==> config.mk <==
export PLATFORM = sky130hd
export DESIGN_NAME = shmc_ctrl
export DESIGN_NICKNAME = d
export VERILOG_FILES = /design/src/hw/rtl/shmc_pkg.sv /design/src/hw/rtl/shmc_ctrl.sv
export SDC_FILE = /design/constraint.sdc
export NUM_CORES = 1
export LEC_CHECK = 0
export ABC_CLOCK_PERIOD_IN_PS = 1500
export BUFFER_PORTS_ARGS = -buffer_cell sky130_fd_sc_hd__buf_2
export CORE_MARGIN = 8
export CORE_UTILIZATION = 42
export DETAILED_ROUTE_END_ITERATION = 8
export PLACE_DENSITY = 0.74
export SLEW_MARGIN = 10
export SYNTH_ARGS = -nofsm -noshare
export SYNTH_HDL_FRONTEND = slang
export SYNTH_SLANG_ARGS = --single-unit
export TNS_END_PERCENT = 1
==> constraint.sdc <==
create_clock -name i_clk -period 1.5 [get_ports i_clk]
set_input_delay 0.225 -clock i_clk [delete_from_list [all_inputs] [get_ports i_clk]]
set_output_delay 0.225 -clock i_clk [all_outputs]
set_load 0.01 [all_outputs]
==> src/hw/rtl/shmc_pkg.sv <==
// Package for the shadow memory access checker.
// Holds the operation and fault codes, reset constants and the command and
// status structs between the controller and the datapath. No dependencies.
`default_nettype none

package shmc_pkg;

    localparam int unsigned SHADOW_BYTES_DEF = 65536;
    localparam logic [31:0] BASE_RESET       = 32'hC000_0000;

    typedef enum logic [1:0] {
        OP_CHECK    = 2'd0,
        OP_UNPOISON = 2'd1,
        OP_POISON   = 2'd2,
        OP_IGNORE   = 2'd3
    } t_op;

    typedef enum logic [1:0] {
        KIND_NONE     = 2'd0,
        KIND_BELOW    = 2'd1,
        KIND_POISONED = 2'd2,
        KIND_WINDOW   = 2'd3
    } t_kind;

    // Commands from the controller to the datapath.
    typedef struct packed {
        logic  load;
        logic  calc_rel;
        logic  calc_range;
        logic  calc_win;
        logic  step;
        logic  mem_we;
        logic  clr_sel;
        logic  out_load;
        t_kind kind;
    } t_cmd;

    // Status from the datapath to the controller.
    typedef struct packed {
        t_op  op;
        logic size_zero;
        logic below;
        logic win_bad;
        logic at_stop;
        logic bad_byte;
        logic partial;
        logic clr_last;
    } t_status;

endpackage

`default_nettype wire

==> src/hw/rtl/shmc_ctrl.sv <==
// Controller of the shadow memory access checker: clearing pass, request
// sequencing, shadow walk and result hand-off. Depends on shmc_pkg.
`default_nettype none

module shmc_ctrl (
    input  wire logic              i_clk,
    input  wire logic              i_rst_n,
    input  wire logic              i_in_valid,
    output logic                   o_in_ready,
    input  wire logic              i_out_ready,
    output logic                   o_out_valid,
    input  wire shmc_pkg::t_status i_st,
    output shmc_pkg::t_cmd         o_cmd
);

    typedef enum logic [3:0] {
        S_CLEAR,
        S_IDLE,
        S_ADDR,
        S_RANGE,
        S_WIN,
        S_CHK_RD,
        S_CHK_EV,
        S_FILL,
        S_DONE
    } t_state;

    t_state          r_state;
    t_state          n_state;
    shmc_pkg::t_kind r_kind;
    shmc_pkg::t_kind n_kind;
    logic            r_out_valid;

    assign o_out_valid = r_out_valid;

    always_comb begin
        n_state    = r_state;
        n_kind     = r_kind;
        o_in_ready = 1'b0;
        o_cmd      = '0;
        o_cmd.kind = r_kind;
        unique case (r_state)
            S_CLEAR: begin
                o_cmd.mem_we  = 1'b1;
                o_cmd.clr_sel = 1'b1;
                if (i_st.clr_last) begin
                    n_state = S_IDLE;
                end else begin
                    o_cmd.step = 1'b1;
                end
            end
            S_IDLE: begin
                o_in_ready = 1'b1;
                if (i_in_valid) begin
                    o_cmd.load = 1'b1;
                    n_state    = S_ADDR;
                end
            end
            S_ADDR: begin
                o_cmd.calc_rel = 1'b1;
                n_state        = S_RANGE;
            end
            S_RANGE: begin
                priority if (i_st.op == shmc_pkg::OP_IGNORE || i_st.size_zero) begin
                    n_kind  = shmc_pkg::KIND_NONE;
                    n_state = S_DONE;
                end else if (i_st.below) begin
                    n_kind  = shmc_pkg::KIND_BELOW;
                    n_state = S_DONE;
                end else begin
                    o_cmd.calc_range = 1'b1;
                    n_state          = S_WIN;
                end
            end
            S_WIN: begin
                o_cmd.calc_win = 1'b1;
                priority if (i_st.win_bad) begin
                    n_kind  = shmc_pkg::KIND_WINDOW;
                    n_state = S_DONE;
                end else if (i_st.op == shmc_pkg::OP_CHECK) begin
                    n_state = S_CHK_RD;
                end else begin
                    n_state = S_FILL;
                end
            end
            S_CHK_RD: begin
                n_state = S_CHK_EV;
            end
            S_CHK_EV: begin
                priority if (i_st.bad_byte) begin
                    n_kind  = shmc_pkg::KIND_POISONED;
                    n_state = S_DONE;
                end else if (i_st.at_stop) begin
                    n_kind  = shmc_pkg::KIND_NONE;
                    n_state = S_DONE;
                end else begin
                    o_cmd.step = 1'b1;
                    n_state    = S_CHK_RD;
                end
            end
            S_FILL: begin
                // The end granule is written only when it takes a partial marker.
                o_cmd.mem_we = !i_st.at_stop || i_st.partial;
                if (i_st.at_stop) begin
                    n_kind  = shmc_pkg::KIND_NONE;
                    n_state = S_DONE;
                end else begin
                    o_cmd.step = 1'b1;
                end
            end
            S_DONE: begin
                if (!r_out_valid || i_out_ready) begin
                    o_cmd.out_load = 1'b1;
                    n_state        = S_IDLE;
                end
            end
            default: begin
                n_state = S_IDLE;
            end
        endcase
    end

    always_ff @(posedge i_clk) begin
        if (!i_rst_n) begin
            r_state     <= S_CLEAR;
            r_kind      <= shmc_pkg::KIND_NONE;
            r_out_valid <= 1'b0;
        end else begin
            r_state <= n_state;
            r_kind  <= n_kind;
            if (o_cmd.out_load) begin
                r_out_valid <= 1'b1;
            end else if (i_out_ready) begin
                r_out_valid <= 1'b0;
            end
        end
    end

    a_we_states: assert property (@(posedge i_clk) disable iff (!i_rst_n)
        o_cmd.mem_we |-> (r_state == S_CLEAR || r_state == S_FILL))
        else $error("shadow written outside clearing or fill");

    a_rise_from_done: assert property (@(posedge i_clk) disable iff (!i_rst_n)
        $rose(r_out_valid) |-> $past(r_state) == S_DONE)
        else $error("result raised without a finished request");

    a_poison_only_check: assert property (@(posedge i_clk) disable iff (!i_rst_n)
        (r_state == S_DONE && r_kind == shmc_pkg::KIND_POISONED)
            |-> i_st.op == shmc_pkg::OP_CHECK)
        else $error("poisoned fault reported for a fill request");

    a_fill_in_window: assert property (@(posedge i_clk) disable iff (!i_rst_n)
        r_state == S_FILL |-> !i_st.win_bad)
        else $error("fill running on a range outside the shadow window");

endmodule

`default_nettype wire
* Word level (Yosys, flattened, before mapping)
Cells that the tools add are included.
** Operators by class
- Eq/ne operators :: 15
- Muxes and demuxes :: 35
- Reductions and logical operators :: 11
** Operators with widths (number)
- 2-to-1 mux 4 bit :: 9
- case mux 4 bit (9 select lines) :: 1
- equality test 4 x 3 -> 1 bit (second input constant) :: 4
- 2-to-1 mux 1 bit :: 16
- 2-to-1 mux 2 bit :: 6
- inequality test 2 bit (second input constant) :: 5
- equality test 4 x 2 -> 1 bit (second input constant) :: 2
- case mux 2 bit (4 select lines) :: 1
- equality test 4 x 1 -> 1 bit (second input constant) :: 1
- equality test 4 bit (second input constant) :: 1
- zero test 4 bit :: 1
- AND reduction 4 bit :: 1
- nonzero test 4 bit :: 1
- logical OR 1 bit :: 3
- inequality test 3 bit (second input constant) :: 1
- case mux 1 bit (3 select lines) :: 1
- AND reduction 3 bit :: 1
- equality test 2 bit (second input constant) :: 1
- zero test 1 bit :: 2
- zero test 2 bit :: 1
- case mux 1 bit (2 select lines) :: 1
- nonzero test 2 bit :: 1
** Word-level totals
- Register bits after elaboration :: 7
- Output and inout port bits :: 12
- Word-level logic and storage cells :: 64

* Longest topological paths before layout
- Depth in word-level cells :: 5
- Gate-level depth with buffers :: 6
- Mapped depth without buffers :: 4

* Worst setup path after synthesis
Ideal clock, no wire load.
- Kind :: reg2out
- Start point :: register r_state[1]
- End point :: output o_cmd[9] (netlist name)
- Arrival :: 1.342 ns
- Required time :: 1.275 ns
- Slack :: -0.067 ns
- Cell stages (with the launch flop) :: 5
- Buffers on the path :: 2
- Cell sequence :: dfxtp_1 > buf_4 > buf_2 > nor4_1 > and2_1
** RTL lines
- from (decl) :: line shmc_ctrl.sv:28 : t_state r_state;
- from (signal assigned) :: line shmc_ctrl.sv:129 : r_state <= n_state;
- to (decl) :: line shmc_ctrl.sv:13 : output shmc_pkg::t_cmd o_cmd

==> flow_results.xml <==
<?xml version="1.0" encoding="UTF-8"?>
<metrics>
  <group name="power">
    <metric name="power.share.switching" unit="">0.2931</metric>
    <metric name="power.static_leakage" unit="nW">0.3890</metric>
    <metric name="power" unit="mW">0.5268</metric>
    <metric name="max-vdd-ir-drop" unit="V">0.0005293</metric>
    <metric name="power.density" unit="mW/mm2">583.1</metric>
    <metric name="clock_power_share" unit="">0.322</metric>
    <metric name="net_load_switching_power" unit="mW">0.1544</metric>
    <metric name="pwr-share-comb" unit="">0.303</metric>
    <metric name="seq_power_share" unit="">0.376</metric>
    <metric name="internal-power" unit="mW">0.3724</metric>
  </group>
  <group name="route">
    <metric name="via_per_inst" unit="">5.760</metric>
    <metric name="drc_marker_count_from_the_first_detailed_route_iteration" unit="">23</metric>
    <metric name="drtPass1Iterations" unit="">4</metric>
    <metric name="routed-via-count" unit="">743</metric>
    <metric name="antenna_left" unit="">0</metric>
    <metric name="detail_route.drc_violations" unit="">0</metric>
    <metric name="sum_of_routed_wire_length_over_all_layers" unit="um">1835</metric>
    <metric name="routed_wire_length_per_instance" unit="um">14.22</metric>
  </group>
  <group name="yosys">
    <metric name="post_synth_num_cell_types" unit="">35</metric>
    <metric name="syn-mean-instance-area" unit="um2">7.693</metric>
    <metric name="synth_fp_nets" unit="">94</metric>
    <metric name="number_of_synthesized_register_bits" unit="">7</metric>
    <metric name="ys.flop_type" unit="">sky130_fd_sc_hd__dfxtp_1</metric>
    <metric name="synthesized_instance_count" unit="">81</metric>
    <metric name="netlist_area" unit="um2">623.1</metric>
    <metric name="seq_area_frac_synth" unit="">0.2249</metric>
    <metric name="ys_async_sr_fraction" unit="">0</metric>
    <metric name="yosys_warnings" unit="">0</metric>
    <metric name="synth_edf_count" unit="">0</metric>
  </group>
  <group name="sta">
    <metric name="grt_setup_unrepaired" unit="">true</metric>
    <metric name="totalNegativeSetupSlack" unit="ps">-372.3</metric>
    <metric name="worst_pin_slew" unit="ps">433.8</metric>
    <metric name="finalCritPeriodShare" unit="">1.127</metric>
    <metric name="final.setup_skew" unit="ps">4.809</metric>
    <metric name="report.final.setup_viol" unit="">5</metric>
    <metric name="relSlewSlack" unit="">0.7081</metric>
    <metric name="final_critical_path_setup_slack" unit="ps">-190.7</metric>
    <metric name="timing_max_transition_violations_final" unit="">0</metric>
    <metric name="final.hold.worst_slack" unit="ps">270.3</metric>
    <metric name="maxClockFrequency" unit="MHz">591.5</metric>
    <metric name="finalHoldViolCount" unit="">0</metric>
    <metric name="min_period" unit="ps">1691</metric>
  </group>
  <group name="cts">
    <metric name="clock-root-buffer" unit="">sky130_fd_sc_hd__clkbuf_4</metric>
    <metric name="cts_hold_buf" unit="">0</metric>
    <metric name="cts.htree.levels" unit="">1</metric>
    <metric name="cts.clk_slew.worst_paths" unit="ps">50</metric>
    <metric name="clock_tree.buffer_depth" unit="">2</metric>
    <metric name="cts_tree" unit="">built</metric>
    <metric name="worstSkewPairLatency" unit="ps">250</metric>
    <metric name="cts_sinks" unit="">7</metric>
    <metric name="cts-buffers-inserted" unit="">3</metric>
  </group>
  <group name="finish">
    <metric name="multi_input_gate_area" unit="um2">493.0</metric>
    <metric name="area_used_by_sequential_logic_in_the_layout" unit="um2">148.9</metric>
    <metric name="n_antenna_cell" unit="">0</metric>
    <metric name="synthToLayoutAreaGrowth" unit="%">44.98</metric>
    <metric name="num-fill-cells" unit="">133</metric>
    <metric name="layout_cell_share_with_drive_strength_beyond_1" unit="">0.4248</metric>
    <metric name="final_net_count" unit="">127</metric>
  </group>
  <group name="critical_path">
    <metric name="largest_fanout_of_any_net_on_the_critical_path" unit="">7</metric>
    <metric name="timing.setup.critical_path_class" unit="">reg -&gt; out</metric>
    <metric name="arrival" unit="ps">1470</metric>
    <metric name="setup_slack_reg_to_reg" unit="ps">-40</metric>
    <metric name="worst_r2r_path_depth" unit="">4</metric>
    <metric name="worstReg2RegEnd" unit="">r_state[0]</metric>
    <metric name="timing.critical_path.required" unit="ps">1270</metric>
    <metric name="critPathCaptureType" unit="">output port</metric>
    <metric name="regToRegStartpoint" unit="">r_state[2]</metric>
    <metric name="setup.worst_path.start_class" unit="">flop</metric>
  </group>
  <group name="die">
    <metric name="fp-row-count" unit="">14</metric>
    <metric name="pin_count" unit="">25</metric>
    <metric name="start_util" unit="">0.4286</metric>
    <metric name="dieHeight" unit="um">54.52</metric>
    <metric name="dieArea" unit="mm2">0.002972</metric>
    <metric name="core_area" unit="mm2">0.001454</metric>
    <metric name="die-width" unit="um">54.52</metric>
  </group>
  <group name="placement">
    <metric name="io_buffer_count" unit="">24</metric>
    <metric name="dp_worst_setup_slack" unit="ps">34.64</metric>
    <metric name="routabilityCongestion" unit="">0.8560</metric>
    <metric name="hpwl_detailed" unit="um">1440</metric>
  </group>
  <group name="hold_path">
    <metric name="hold-path-endpoint" unit="">r_state[0]</metric>
    <metric name="hold_path_depth" unit="">2</metric>
    <metric name="timing.hold.worst.class" unit="">in -&gt; reg</metric>
    <metric name="hold_start" unit="">i_rst_n</metric>
  </group>
  <group name="grt">
    <metric name="grt_start_max_net_pins" unit="">17</metric>
    <metric name="first_global_vias" unit="">680</metric>
    <metric name="grt_first_pass_wirelength" unit="um">2994</metric>
    <metric name="globalRoute.totalOverflow" unit="">0</metric>
    <metric name="antenna_violations_before_repair" unit="">0</metric>
    <metric name="gr-usage-all-layers" unit="">0.1316</metric>
  </group>
  <group name="run_status">
    <metric name="run_status" unit="">finished with violations</metric>
    <metric name="violations" unit="">negative setup slack</metric>
  </group>
  <group name="job">
    <metric name="drv_cap" unit="">0</metric>
  </group>
</metrics>
[metal layers]
metal	GRT usage	up-vias	share of wire	routed length [um]
met5	0	-	0	0
met4	0.02049	0	0.0065	12
met3	0.03804	2	0.065	119
met2	0.2462	19	0.51	942
met1	0.1448	346	0.42	762
li1	-	376	-	-
[layout by cell type, fill, tap and decap left out, drive strengths merged, types with 3 or more instances in the layout]
| cell | Yosys | routed |
|---|---|---|
| nand3b | 3 | 3 |
| nor2 | 7 | 7 |
| nand2b | 4 | 4 |
| o21ai | 4 | 4 |
| a211oi | 3 | 3 |
| buf | 5 | 34 |
| a21oi | 6 | 6 |
| nor4 | 4 | 4 |
| nor2b | 7 | 7 |
| clkbuf | 1 | 4 |
| dfxtp | 7 | 7 |
[state kept, by name, summed over array words and instances, names as in the netlist]
register	count
o_out_valid	1
r_kind	2
r_state	4
[per-stage QoR]
stage | utilization | instance area, um2 | std cells
2_1_floorplan | - | 629.4 | 81
3_3_place_gp | 0.5534 | 804.5 | 123
3_5_place_dp | 0.5534 | 804.5 | 123
4_1_cts | 0.6119 | 889.6 | 129
5_1_grt | 0.6213 | 903.4 | 129
6_report | 0.6213 | 903.4 | 129
[how the worst max path moves through the flow]
stage	to	cells past startpoint	slack, ps	from
2_1_floorplan	o_cmd[4]	4	-60	r_state[1]
3_3_place_gp	o_cmd[2]	3	50	r_state[0]
3_5_place_dp	o_cmd[2]	3	30	r_state[0]
4_1_cts	o_cmd[2]	3	-200	r_state[0]
5_1_grt	o_cmd[2]	3	-230	r_state[2]
6_report	o_cmd[2]	3	-190	r_state[2]
[repair_timing]
item	CTS	global route
gates cloned	0	0
hold endpoints to repair	0	0
resized for setup	10	3
pin swaps	3	3
endpoints found under the setup margin	7	12
buffers inserted	2	0
[worst max-delay path, cell delays in order (launching register included)]
cell,delay [ps]
sky130_fd_sc_hd__dfxtp_4,360
sky130_fd_sc_hd__or4b_4,540
sky130_fd_sc_hd__and2b_1,200
sky130_fd_sc_hd__buf_2,120
[final cells by class]
| cell class | count | share of cell area |
|---|---|---|
| flip-flops and latches | 7 | 0.1648 |
| well taps | 16 | 0.02216 |
| repair buffers | 34 | 0.2299 |
| clock buffers | 4 | 0.02909 |
| inverters | 2 | 0.008310 |
| multi-input cells | 66 | 0.5457 |
[kinds of logic (layout without fill, tap and decap cells)]
group	Yosys count	in the layout	synth area share
flops	7	7	0.2249
buf+inv	8	40	0.07228
simple gates	38	38	0.3956
compound gates	28	28	0.3072
[power by group through the flow]
stage / Clock, mW / Sequential [mW] / Combinational [mW]
after floorplan: 0 / 0.197 / 0.0864
after global placement: 0 / 0.202 / 0.138
after detailed placement: 0 / 0.203 / 0.140
after CTS: 0.179 / 0.197 / 0.157
after global routing: 0.193 / 0.198 / 0.177
final: 0.169 / 0.198 / 0.160
[Yosys cell counts, types with 2 or more instances]
cell / instances / area share
sky130_fd_sc_hd__o31ai_1: 2 / 0.024
sky130_fd_sc_hd__nor4_1: 4 / 0.040
sky130_fd_sc_hd__dfxtp_1: 7 / 0.22
sky130_fd_sc_hd__o21a_1: 2 / 0.024
sky130_fd_sc_hd__nor2b_1: 7 / 0.070
sky130_fd_sc_hd__nor3b_1: 2 / 0.024
sky130_fd_sc_hd__o22ai_1: 2 / 0.020
sky130_fd_sc_hd__buf_2: 3 / 0.024
sky130_fd_sc_hd__a211oi_1: 3 / 0.036
sky130_fd_sc_hd__inv_1: 2 / 0.012
sky130_fd_sc_hd__nand4b_1: 2 / 0.028
sky130_fd_sc_hd__nand2b_1: 4 / 0.040
sky130_fd_sc_hd__o22a_1: 2 / 0.028
sky130_fd_sc_hd__nand3b_1: 3 / 0.036
sky130_fd_sc_hd__and4b_1: 2 / 0.032
sky130_fd_sc_hd__o21ai_0: 4 / 0.032
sky130_fd_sc_hd__nor2_1: 7 / 0.042
sky130_fd_sc_hd__a21oi_1: 6 / 0.048
(Power assumes the default switching activity.)
